File: config.mk
export PLATFORM = sky130hd
export DESIGN_NAME = rcft_front
export DESIGN_NICKNAME = d
export VERILOG_FILES = /design/src/sv/rcft_pkg.sv /design/src/sv/rcft_front.sv
export SDC_FILE = /design/constraint.sdc
export NUM_CORES = 1
export LEC_CHECK = 0
export ABC_CLOCK_PERIOD_IN_PS = 2500
export BUFFER_PORTS_ARGS = -buffer_cell sky130_fd_sc_hd__clkbuf_2
export CAP_MARGIN = 20
export CORE_MARGIN = 5
export CORE_UTILIZATION = 25
export DETAILED_ROUTE_END_ITERATION = 16
export PLACE_DENSITY = 0.43
export SLEW_MARGIN = 20
export SYNTH_ARGS = -nofsm -noshare
export SYNTH_HDL_FRONTEND = slang
export SYNTH_SLANG_ARGS = --single-unit
export TNS_END_PERCENT = 10
File: constraint.sdc
create_clock -name clk -period 2.5 [get_ports clk]
set_clock_uncertainty 0.2 [all_clocks]
set_input_delay 0.25 -clock clk [delete_from_list [all_inputs] [get_ports clk]]
set_output_delay 0.25 -clock clk [all_outputs]
set_load 0.005 [all_outputs]
File: src/sv/rcft_pkg.sv
// Shared types, constants and register codes for the raised-cosine fade table.
// Depends on nothing; every other file of the block imports it.
package rcft_pkg;

  localparam int RCFT_TABLE_SIZE = 1024;

  // Input function codes.
  localparam logic [1:0] FUNC_LK_REC  = 2'd0;
  localparam logic [1:0] FUNC_LK_PRE  = 2'd1;
  localparam logic [1:0] FUNC_REBUILD = 2'd2;
  localparam logic [1:0] FUNC_NONE    = 2'd3;

  // Configuration register indexes.
  localparam logic [1:0] REG_REC_DELAY_RATIO  = 2'd0;
  localparam logic [1:0] REG_PRE_WINDOW_RATIO = 2'd1;
  localparam logic [1:0] REG_REC_DELAY_MIN    = 2'd2;
  localparam logic [1:0] REG_PRE_WINDOW_MIN   = 2'd3;

  localparam logic [15:0] FULL_SCALE = 16'd32768;
  localparam logic [30:0] Q30_ONE    = 31'h4000_0000;

  // Q30 coefficients of the sine polynomial, highest order first.
  localparam logic [31:0] SIN_C9 = 32'd172272;
  localparam logic [31:0] SIN_C7 = 32'd5026995;
  localparam logic [31:0] SIN_C5 = 32'd85569306;
  localparam logic [31:0] SIN_C3 = 32'd693598668;
  localparam logic [31:0] SIN_C1 = 32'd1686629713;

  typedef struct packed {
    logic [1:0]  func;
    logic [15:0] position;
  } in_item_t;

  typedef struct packed {
    logic [15:0] curve_value;
    logic        rebuilt;
  } out_item_t;

  typedef enum logic [1:0] {
    OP_LK_REC,
    OP_LK_PRE,
    OP_REBUILD,
    OP_NONE
  } op_t;

  typedef struct packed {
    op_t         op;
    logic [15:0] position;
  } job_t;

  typedef struct packed {
    logic [15:0] rec_delay_ratio;
    logic [15:0] pre_window_ratio;
    logic [9:0]  rec_delay_min;
    logic [10:0] pre_window_min;
  } cfg_t;

  typedef enum logic [3:0] {
    B_IDLE,
    B_LK_READ,
    B_LK_MUL,
    B_OUT,
    B_REC_START,
    B_REC_DIV,
    B_REC_ENTRY,
    B_REC_SIN,
    B_PRE_START,
    B_PRE_DIV,
    B_PRE_ENTRY,
    B_PRE_SIN
  } back_state_t;

endpackage

File: src/sv/rcft_front.sv
// Front end: a two-entry queue that takes input items and tags each with its operation.
// Depends on rcft_pkg.
module rcft_front
  import rcft_pkg::*;
(
  input  logic     clk,
  input  logic     rst_n,
  input  logic     push,
  input  in_item_t in_item,
  output logic     full,
  output logic     job_valid,
  output job_t     job,
  input  logic     job_take
);

  job_t       slot_r [2];
  logic       wr_ptr_r, rd_ptr_r;
  logic [1:0] count_r;
  logic       do_push, do_take;
  job_t       job_in;

  always_comb begin
    job_in.position = in_item.position;
    case (in_item.func)
      FUNC_LK_REC:  job_in.op = OP_LK_REC;
      FUNC_LK_PRE:  job_in.op = OP_LK_PRE;
      FUNC_REBUILD: job_in.op = OP_REBUILD;
      default:      job_in.op = OP_NONE;
    endcase
  end

  assign full      = count_r == 2'd2;
  assign job_valid = count_r != 2'd0;
  assign job       = slot_r[rd_ptr_r];
  assign do_push   = push && !full;
  assign do_take   = job_take && job_valid;

  always_ff @(posedge clk) begin
    if (!rst_n) begin
      wr_ptr_r <= 1'b0;
      rd_ptr_r <= 1'b0;
      count_r  <= 2'd0;
    end else begin
      if (do_push) wr_ptr_r <= !wr_ptr_r;
      if (do_take) rd_ptr_r <= !rd_ptr_r;
      count_r <= count_r + 2'(do_push) - 2'(do_take);
    end
  end

  always_ff @(posedge clk) begin
    if (do_push) slot_r[wr_ptr_r] <= job_in;
  end

endmodule

==> results of run 1 <==
## where the power goes
part,switching (W),total [W],internal [W]
combinational,0.000250,0.000575,0.000325
sequential,0.0000590,0.000946,0.000887
clock,0.000208,0.000503,0.000295
total,0.000517,0.00202,0.00151
## routing by layer
metal / global-route usage (%) / wire length (um) / up-vias
met2: 11.52 / 1324 / 33
met3: 3.673 / 218 / 4
met4: 2.978 / 31 / 0
met1: 9.514 / 1357 / 414
met5: 0 / 0 / -
li1: - / - / 442
## synthesized netlist by cell type
cell type	n	share of area (%)
o21a_1	1	0.47
mux2_4	10	9.4
inv_1	3	0.71
nand2b_1	2	0.78
ha_1	2	1.6
mux2i_1	1	0.63
nor2_1	4	0.94
buf_12	1	1.3
dfxtp_1	5	6.3
clkbuf_1	2	0.47
nand2_1	2	0.47
xor2_1	1	0.55
edfxtp_1	36	68
or2_2	1	0.39
nor3_1	1	0.31
xnor2_1	1	0.55
and2_1	2	0.78
mux2_2	8	5.6
buf_6	1	0.71
and3_1	1	0.39
## area by class of cell
type / count / area [um2] / share of cell area, %
multi-input combinational: 37 / 367.9 / 16.89
clock inverter: 2 / 33.78 / 1.551
clock buffer: 6 / 72.57 / 3.331
inverter: 3 / 11.26 / 0.5169
tap: 77 / 96.34 / 4.423
sequential: 41 / 1181 / 54.22
timing repair buffer: 63 / 415.4 / 19.07
## kinds of logic after synthesis
group | after synthesis
flip-flops | 41
AO/OA/AOI/OAI | 1
adder cells (fa/ha/maj) | 2
multiplexers | 19
AND/OR/NAND/NOR | 13
XOR/XNOR | 2
buffers and inverters | 7
## registers in the layout, summed over array words and instances (netlist names), named ones only
| register | cells |
|---|---|
| wr_ptr_r | 1 |
| slot_r | 36 |
| count_r | 2 |
| rd_ptr_r | 1 |
## critical path, stage by stage, from the launching register on
cell      delay, ns
dfxtp_1        0.53
buf_4          0.31
mux2_2         0.36
clkbuf_2       0.11
## path summary, 6_finish.rpt
path,end,depth (start not counted)
worst max-delay path,job[2],3
worst min-delay path,count_r[0],2
worst max register to register,count_r[1],8
worst min register to register,wr_ptr_r,2
## what timing repair did
item	4_1_cts	5_1_grt
endpoints found under the hold margin	36	0
gates resized for setup	0	0
hold buffers	18	0
## per-stage QoR
step | setup WS (ns) | cell area [um2] | util [%] | total power [W] | std cells
finish | 0.4548 | 2178 | 34.70 | 0.002023 | 229
CTS | 0.3958 | 2178 | 34.70 | 0.002073 | 229
global route | 0.3296 | 2178 | 34.70 | 0.002156 | 229
global placement | 0.7258 | 1892 | 30.14 | 0.001517 | 203
floorplan | 0.5510 | 1597 | - | 0.001329 | 85
detailed placement | 0.6424 | 1892 | 30.14 | 0.001533 | 203
==> flow_metrics.tcl, run 1 <==
set metrics [dict create \
    synth_fa_ha_area_share_pct 1.567 \
    yosysWarnings 0 \
    vias 893 \
    die_x_um 89.92 \
    muxShareOfSynthArea_pct 15.67 \
    clk_latency_ns 0.28 \
    vias_per_cell 3.900 \
    clock_path_buffers 2 \
    n_antenna_cell 0 \
    vdd_drop_max_mv 0.4384 \
    drive_gt1_share_pct 46.71 \
    final_max_slew_viol_count 0 \
    power-per-cell-area_mw_per_mm2 928.7 \
    r2r-start "count_r[0]" \
    nets 175 \
    min_from "rst_n" \
    regToRegSetupSlack_ns 0.66 \
    synth.distinct_cells 20 \
    row_count 29 \
    grt_pass1_vias 980 \
    syn_area_per_cell_um2 18.78 \
    critPathKind "reg -> out" \
    end_kind "output port" \
    postCtsSetupBuffers 0 \
    cts_sinks 41 \
    setup_viol 0 \
    clock.fmax_mhz 489.0 \
    p_leak_nw 0.8870 \
    ys_ff_latch 41 \
    final-hold-violation-count 0 \
    hold_slack_ns 0.05089 \
    synth-xor-area-share_pct 1.097 \
    clkTransAtPathRegs_ns 0.07 \
    dieArea_mm2 0.008085 \
    min_period_ns 2.045 \
    cts_tree "built" \
    drtPass1Iterations 3 \
    status "finished clean" \
    syn_area_mm2 0.001597 \
    mostFrequentLayoutCell "clkbuf_2" \
    grt_use_total_pct 7.677 \
    avgRoutedWirePerCell_um 12.80 \
    initialDrtViolationCount 20 \
    netlist_instances 85 \
    globalplace.congestion 0.6569 \
    area_delta_synth_final_pct 36.44 \
    fp.dieH_um 89.92 \
    min_period_over_period_pct 81.81 \
    clock-root-buffer "clkbuf_8" \
    hp-class "in -> reg" \
    cp_max_fo 11 \
    grt_max_degree 13 \
    ant_nets 0 \
    core_mm2 0.006277 \
    tns_ns 0 \
    yosysSeqAreaShare_pct 73.98 \
    portBuffers 41 \
    grt_antenna_before_repair 0 \
    grt_overflow_total 0 \
    pin_count 42 \
    maxSlewHeadroom_pct 72.06 \
    synth_nets 109 \
    synth-compound-area-share_pct 0.4702 \
    critPathArrivalTime_ns 1.60 \
    rsz0062_at_grt "no" \
    drc 0 \
    wirelength_mm 2.932 \
    required_ns 2.05 \
    htree_levels 2 \
    drv_cap 0 \
    start_util_pct 25.43 \
    synth_top_family_by_area "multiplexers" \
    synthSimpleGateAreaFrac_pct 4.075 \
    fill_cells 605 \
    start_kind "flip-flop" \
    worst_pin_slew_ns 0.4186 \
    grt_pass1_wl_mm 4.968 \
    cts_made_buffers 5 \
    layout.cells.most_common_list "41 x clkbuf_2, 36 x edfxtp_1, 18 x dlygate4sd3_1, 10 x mux2_4, 8 x mux2_2" \
]
No activity file was read; power rests on OpenSTA's default activity.
==> inputs of run 2 (changes only) <==
--- a/config.mk
+++ b/config.mk
@@ -5,7 +5,8 @@
 export SDC_FILE = /design/constraint.sdc
 export NUM_CORES = 1
 export LEC_CHECK = 0
-export ABC_CLOCK_PERIOD_IN_PS = 2500
+export ABC_AREA = 1
+export ABC_CLOCK_PERIOD_IN_PS = 2000
 export BUFFER_PORTS_ARGS = -buffer_cell sky130_fd_sc_hd__clkbuf_2
 export CAP_MARGIN = 20
 export CORE_MARGIN = 5
==> constraint.sdc (replaced) <==
create_clock -name clk -period 2 [get_ports clk]
set_clock_uncertainty 0.2 [all_clocks]
set_input_delay 0.2 -clock clk [delete_from_list [all_inputs] [get_ports clk]]
set_output_delay 0.2 -clock clk [all_outputs]
set_load 0.005 [all_outputs]
==> run 2 against run 1 <==
Worst setup slack worse by 0.24 ns. Largest power group unchanged. First-iteration DRC count increased by 60%. Wire length is 1.2% higher. Critical endpoint is now count_r[1]. Clock power is 1% higher.
==> flow_metrics.tcl, run 2 <==
set metrics [dict create \
    clock.fmax_mhz 560.3 \
    wirelength_mm 2.967 \
    ys_ff_latch 41 \
    start_util_pct 25.47 \
    yosysWarnings 0 \
    rsz0062_at_grt "no" \
    clk_latency_ns 0.28 \
    yosysMostFrequentCell "edfxtp_1" \
    status "finished clean" \
    setup_viol 0 \
    largestRegisters "slot_r: 36 flops, count_r: 2 flops" \
    grt_use_total_pct 7.721 \
    area_delta_synth_final_pct 37.12 \
    min_period_over_period_pct 89.23 \
    ctsResizeCount 0 \
    synthTopCellsByArea "edfxtp_1 67%, mux2_4 9.3%, dfxtp_1 6.2%" \
    worst_pin_slew_ns 0.2285 \
    nets 190 \
    n_antenna_cell 0 \
    largest_register_ff_count 36 \
    tns_ns 0 \
    cts_tree "built" \
    grt_max_degree 14 \
    end_kind "flip-flop" \
    drtPass1Iterations 4 \
    die_x_um 90.20 \
    synth_nets 120 \
    final-hold-violation-count 0 \
    critPathArrivalTime_ns 1.77 \
    globalplace.congestion 0.6632 \
    netlist_instances 96 \
    pin_count 42 \
    cts_sinks 41 \
    layout.cells.most_common_list "41 x clkbuf_2, 36 x edfxtp_1, 20 x dlygate4sd3_1, 10 x mux2_4" \
    power-per-cell-area_mw_per_mm2 1065 \
    hp-class "in -> reg" \
    ant_nets 0 \
    p_leak_nw 0.9179 \
    drc 0 \
    vdd_drop_max_mv 0.4111 \
    numPlacedInstances 216 \
    avgRoutedWirePerCell_um 12.16 \
    final_max_slew_viol_count 0 \
    drv_cap 0 \
    grt_pass1_vias 1046 \
    hpwlAfterDp_mm 2.183 \
    ys_top_cells_by_count "36 x edfxtp_1, 10 x mux2_4, 9 x inv_1, 9 x nand2_1" \
    syn_area_per_cell_um2 16.75 \
    grt_pass1_wl_mm 4.933 \
    maxSlewHeadroom_pct 84.77 \
    synth_top_cell_area_share_pct 67.24 \
    required_ns 1.98 \
    grt_antenna_before_repair 0 \
    cts_made_buffers 5 \
    synth.distinct_cells 13 \
    yosysTopAreaCell "edfxtp_1" \
    mostFrequentLayoutCell "clkbuf_2" \
    synth_top_flop_cell "edfxtp_1" \
    critPathKind "reg -> reg" \
    postCtsSetupBuffers 0 \
    clock_path_buffers 2 \
    grt_overflow_total 0 \
    clock-root-buffer "clkbuf_8" \
    vias_per_cell 3.943 \
    syn_area_mm2 0.001608 \
    htree_levels 2 \
    min_period_ns 1.785 \
    regMostFlops "slot_r" \
    initialDrtViolationCount 32 \
    fp.dieH_um 90.20 \
    start_kind "flip-flop" \
    yosysSeqAreaShare_pct 73.46 \
    postCtsHoldBufs 20 \
    clkTransAtPathRegs_ns 0.08 \
    fin_cells 244 \
    row_count 29 \
    synth_edf_count 36 \
    core_mm2 0.006314 \
    vias 962 \
    portBuffers 41 \
    dieArea_mm2 0.008135 \
    drive_gt1_share_pct 44.31 \
    synth_async_sr_flop_share_pct 0 \
    cp_max_fo 4 \
]
[run 2: cell types whose count changed after synthesis, sizes merged, moves of 2 or more]
cell    change
nand2       +7
a21oi       +2
nand3       +3
and2        -2
nor2        +4
nand2b      -2
inv         +6
[run 2: worst max-delay path: stages (launching register included)]
cell and delay (ns):
dfxtp_1 0.37, inv_1 0.07, nand2_1 0.13, nand2_1 0.11, ha_1 0.28, inv_1 0.04, ha_1 0.18, inv_1 0.05
nand2_1 0.06, a21oi_1 0.14, nor2_1 0.05
[run 2: logic make-up (layout without fill, tap and decap cells)]
group	count (synthesis)	after routing	share of synthesized area [%]
simple gates	20	20	4.902
compound gates	2	2	0.6226
flops	41	41	73.46
mux	18	18	14.94
fa+ha+maj	2	2	1.556
buf+inv	13	84	4.514
[run 2: area by class of cell]
class	count	area [um2]
fill	642	4109
tap	77	96.34
inverter	9	33.78
sequential	41	1181
clock buffer	5	68.82
clock inverter	3	17.52
multi-input combinational	42	356.6
timing repair buffer	67	450.4
[run 2: power breakdown]
| group | leakage, nW | switching (W) | internal (W) | total, W |
|---|---|---|---|---|
| combinational | 0.496 | 0.000333 | 0.000367 | 0.000700 |
| sequential | 0.378 | 0.0000475 | 0.00109 | 0.00114 |
| clock | 0.0439 | 0.000268 | 0.000241 | 0.000509 |
[run 2: path summary, 6_finish.rpt]
path / endpoint / cells past startpoint / start / slack [ns]
worst max-delay path: count_r[1] / 10 / count_r[0] / 0.22
worst min-delay path: rd_ptr_r / 4 / job_take / 0.04
worst max register to register: count_r[1] / 10 / count_r[0] / 0.22
worst min register to register: rd_ptr_r / 2 / rd_ptr_r / 0.34
[run 2: per-stage QoR]
step | area [um2] | hold WS (ns) | utilization [%] | worst slack, ns | power [W]
final | 2205 | 0.04290 | 34.92 | 0.2154 | 0.002347
after floorplan | 1608 | 0.09345 | - | 0.07236 | 0.001592
after global placement | 1918 | 0.1912 | 30.38 | 0.3537 | 0.001823
after global routing | 2205 | 0.03184 | 34.92 | 0.07581 | 0.002518
after detailed placement | 1918 | 0.1950 | 30.38 | 0.2384 | 0.001847
after CTS | 2205 | 0.02424 | 34.92 | 0.2055 | 0.002401
[run 2: routing by layer]
| layer | vias to the layer above | part of all wire (%) | GRT usage, % | wire (um) |
|---|---|---|---|---|
| met5 | - | 0 | 0 | 0 |
| met3 | 2 | 5.9 | 3.673 | 175 |
| met1 | 452 | 43 | 8.847 | 1283 |
| met2 | 31 | 50 | 12.80 | 1494 |
| met4 | 0 | 0.47 | 2.233 | 14 |
| li1 | 477 | - | - | - |
==> inputs of run 3 (changes only) <==
--- a/config.mk
+++ b/config.mk
@@ -9,10 +9,12 @@
 export ABC_CLOCK_PERIOD_IN_PS = 2000
 export BUFFER_PORTS_ARGS = -buffer_cell sky130_fd_sc_hd__clkbuf_2
 export CAP_MARGIN = 20
-export CORE_MARGIN = 5
+export CELL_PAD_IN_SITES_DETAIL_PLACEMENT = 0
+export CELL_PAD_IN_SITES_GLOBAL_PLACEMENT = 1
 export CORE_UTILIZATION = 25
 export DETAILED_ROUTE_END_ITERATION = 16
-export PLACE_DENSITY = 0.43
+export PLACE_DENSITY = 0.5
+export RECOVER_POWER = 25
 export SLEW_MARGIN = 20
 export SYNTH_ARGS = -nofsm -noshare
 export SYNTH_HDL_FRONTEND = slang
==> run 3 against run 2 <==
Final cell count down 1.6%. Die area decreased by 17%. Clock power rose by 26%. Sequential cell count stayed put.
==> flow_metrics.tcl, run 3 (synthesized netlist as in run 2, its figures left out) <==
set metrics [dict create \
    status "finished clean" \
    internal-power_w 0.001819 \
    hold_slack_ns 0.009059 \
    mostFrequentLayoutCell "clkbuf_2" \
    area_delta_synth_final_pct 36.89 \
    avgRoutedWirePerCell_um 12.47 \
    critPathKind "reg -> out" \
    power_w 0.002470 \
    cp_max_fo 18 \
    grt_pass1_wl_mm 4.540 \
    grt_max_degree 19 \
    clock_path_buffers 2 \
    core_mm2 0.006061 \
    min_period_over_period_pct 89.65 \
    setup_ws_ns 0.2069 \
    htree_levels 2 \
    clock-root-buffer "clkbuf_8" \
    wirelength_mm 2.992 \
    tns_ns 0 \
    critPathArrivalTime_ns 1.39 \
    initialDrtViolationCount 14 \
    drive_gt1_share_pct 41.21 \
    start_kind "flip-flop" \
    dieArea_mm2 0.006756 \
    seq_power_share_pct 45.9 \
    regToRegSetupSlack_ns 0.25 \
    dp_slack_ns 0.2616 \
    grt_pass1_vias 1012 \
    power-per-cell-area_mw_per_mm2 1122 \
    final_max_slew_viol_count 0 \
    p_sw_w 0.0006515 \
    hpwlAfterDp_mm 2.079 \
    vias_per_cell 3.996 \
    portBuffers 41 \
    fp.dieH_um 82.20 \
    final-hold-violation-count 0 \
    regMostFlops "slot_r" \
    pin_count 42 \
    vias 959 \
    drv_cap 0 \
    layout.cells.most_common_list "37 x clkbuf_2, 36 x edfxtp_1, 19 x dlygate4sd3_1, 10 x mux2_4" \
    clockPowerShare_pct 25.9 \
    clock.fmax_mhz 557.7 \
    cts_sinks 41 \
    p_comb_share_pct 28.2 \
    required_ns 1.60 \
    n_antenna_cell 0 \
    ant_nets 0 \
    setup_viol 0 \
    cts_made_buffers 5 \
    ctsResizeCount 0 \
    largest_register_ff_count 36 \
    worst_pin_slew_ns 0.3186 \
    cts_tree "built" \
    p_leak_nw 0.9078 \
    start_util_pct 26.53 \
    nets 188 \
    drtPass1Iterations 4 \
    grt_use_total_pct 9.633 \
    largestRegisters "slot_r: 36 flops, count_r: 2 flops" \
    min_period_ns 1.793 \
    die_x_um 82.20 \
    clk_latency_ns 0.28 \
    end_kind "output port" \
    clkTransAtPathRegs_ns 0.07 \
    rsz0062_at_grt "no" \
    row_count 28 \
    p_sw_share_pct 26.38 \
    fin_util_pct 36.31 \
    globalplace.congestion 0.6786 \
    grt_overflow_total 0 \
    vdd_drop_max_mv 0.6561 \
    drc 0 \
    maxSlewHeadroom_pct 78.76 \
    hp-class "in -> reg" \
    grt_antenna_before_repair 0 \
]
run 3: worst max-delay path: stages, from the launching register on:
cell,delay [ns]
dfxtp_1,0.31
buf_4,0.30
mux2_2,0.38
clkbuf_2,0.12
run 3: area by class of cell:
class                           count  area, um2
Fill cell                         574       3860
Sequential cell                    41       1181
Timing Repair Buffer               65      427.9
Multi-Input combinational cell     42      356.6
Tap cell                           75      93.84
Clock buffer                        6      72.57
Clock inverter                      2      35.03
Inverter                            9      33.78
run 3: power by group through the flow:
stage          clock network [W]  registers [W]  logic, W
2_1_floorplan                  0        0.00115  0.000447
3_3_place_gp                   0        0.00115  0.000670
3_5_place_dp                   0        0.00115  0.000683
4_1_cts                 0.000671        0.00114  0.000717
5_1_grt                 0.000709        0.00114  0.000782
6_report                0.000639        0.00113  0.000697
run 3: routing by layer:
metal	vias to the layer above	GRT usage (%)	share of wire [%]
met4	0	4.211	1.4
met1	453	10.65	45
met3	5	3.626	5.4
met5	-	0	0
li1	471	-	-
met2	30	16.45	48
run 3: final timing paths:
| check | startpoint | depth (start not counted) | to |
|---|---|---|---|
| setup / recovery | flip-flop | 3 | job[6] |
| hold / removal | push | 3 | wr_ptr_r |
| setup reg to reg | count_r[0] | 10 | count_r[1] |
| hold reg to reg | rd_ptr_r | 2 | rd_ptr_r |
run 3: what timing repair did:
action | CTS | global route
hold buffers | 19 | 0
setup endpoints to repair | 0 | 0
buffers inserted | 0 | 0
hold endpoints to repair | 40 | 0
run 3: stage by stage:
stage / std cells / cell area [um2]
final: 240 / 2201
after CTS: 240 / 2206
after global routing: 240 / 2201
after global placement: 213 / 1908
after floorplan: 96 / 1608
after detailed placement: 213 / 1908
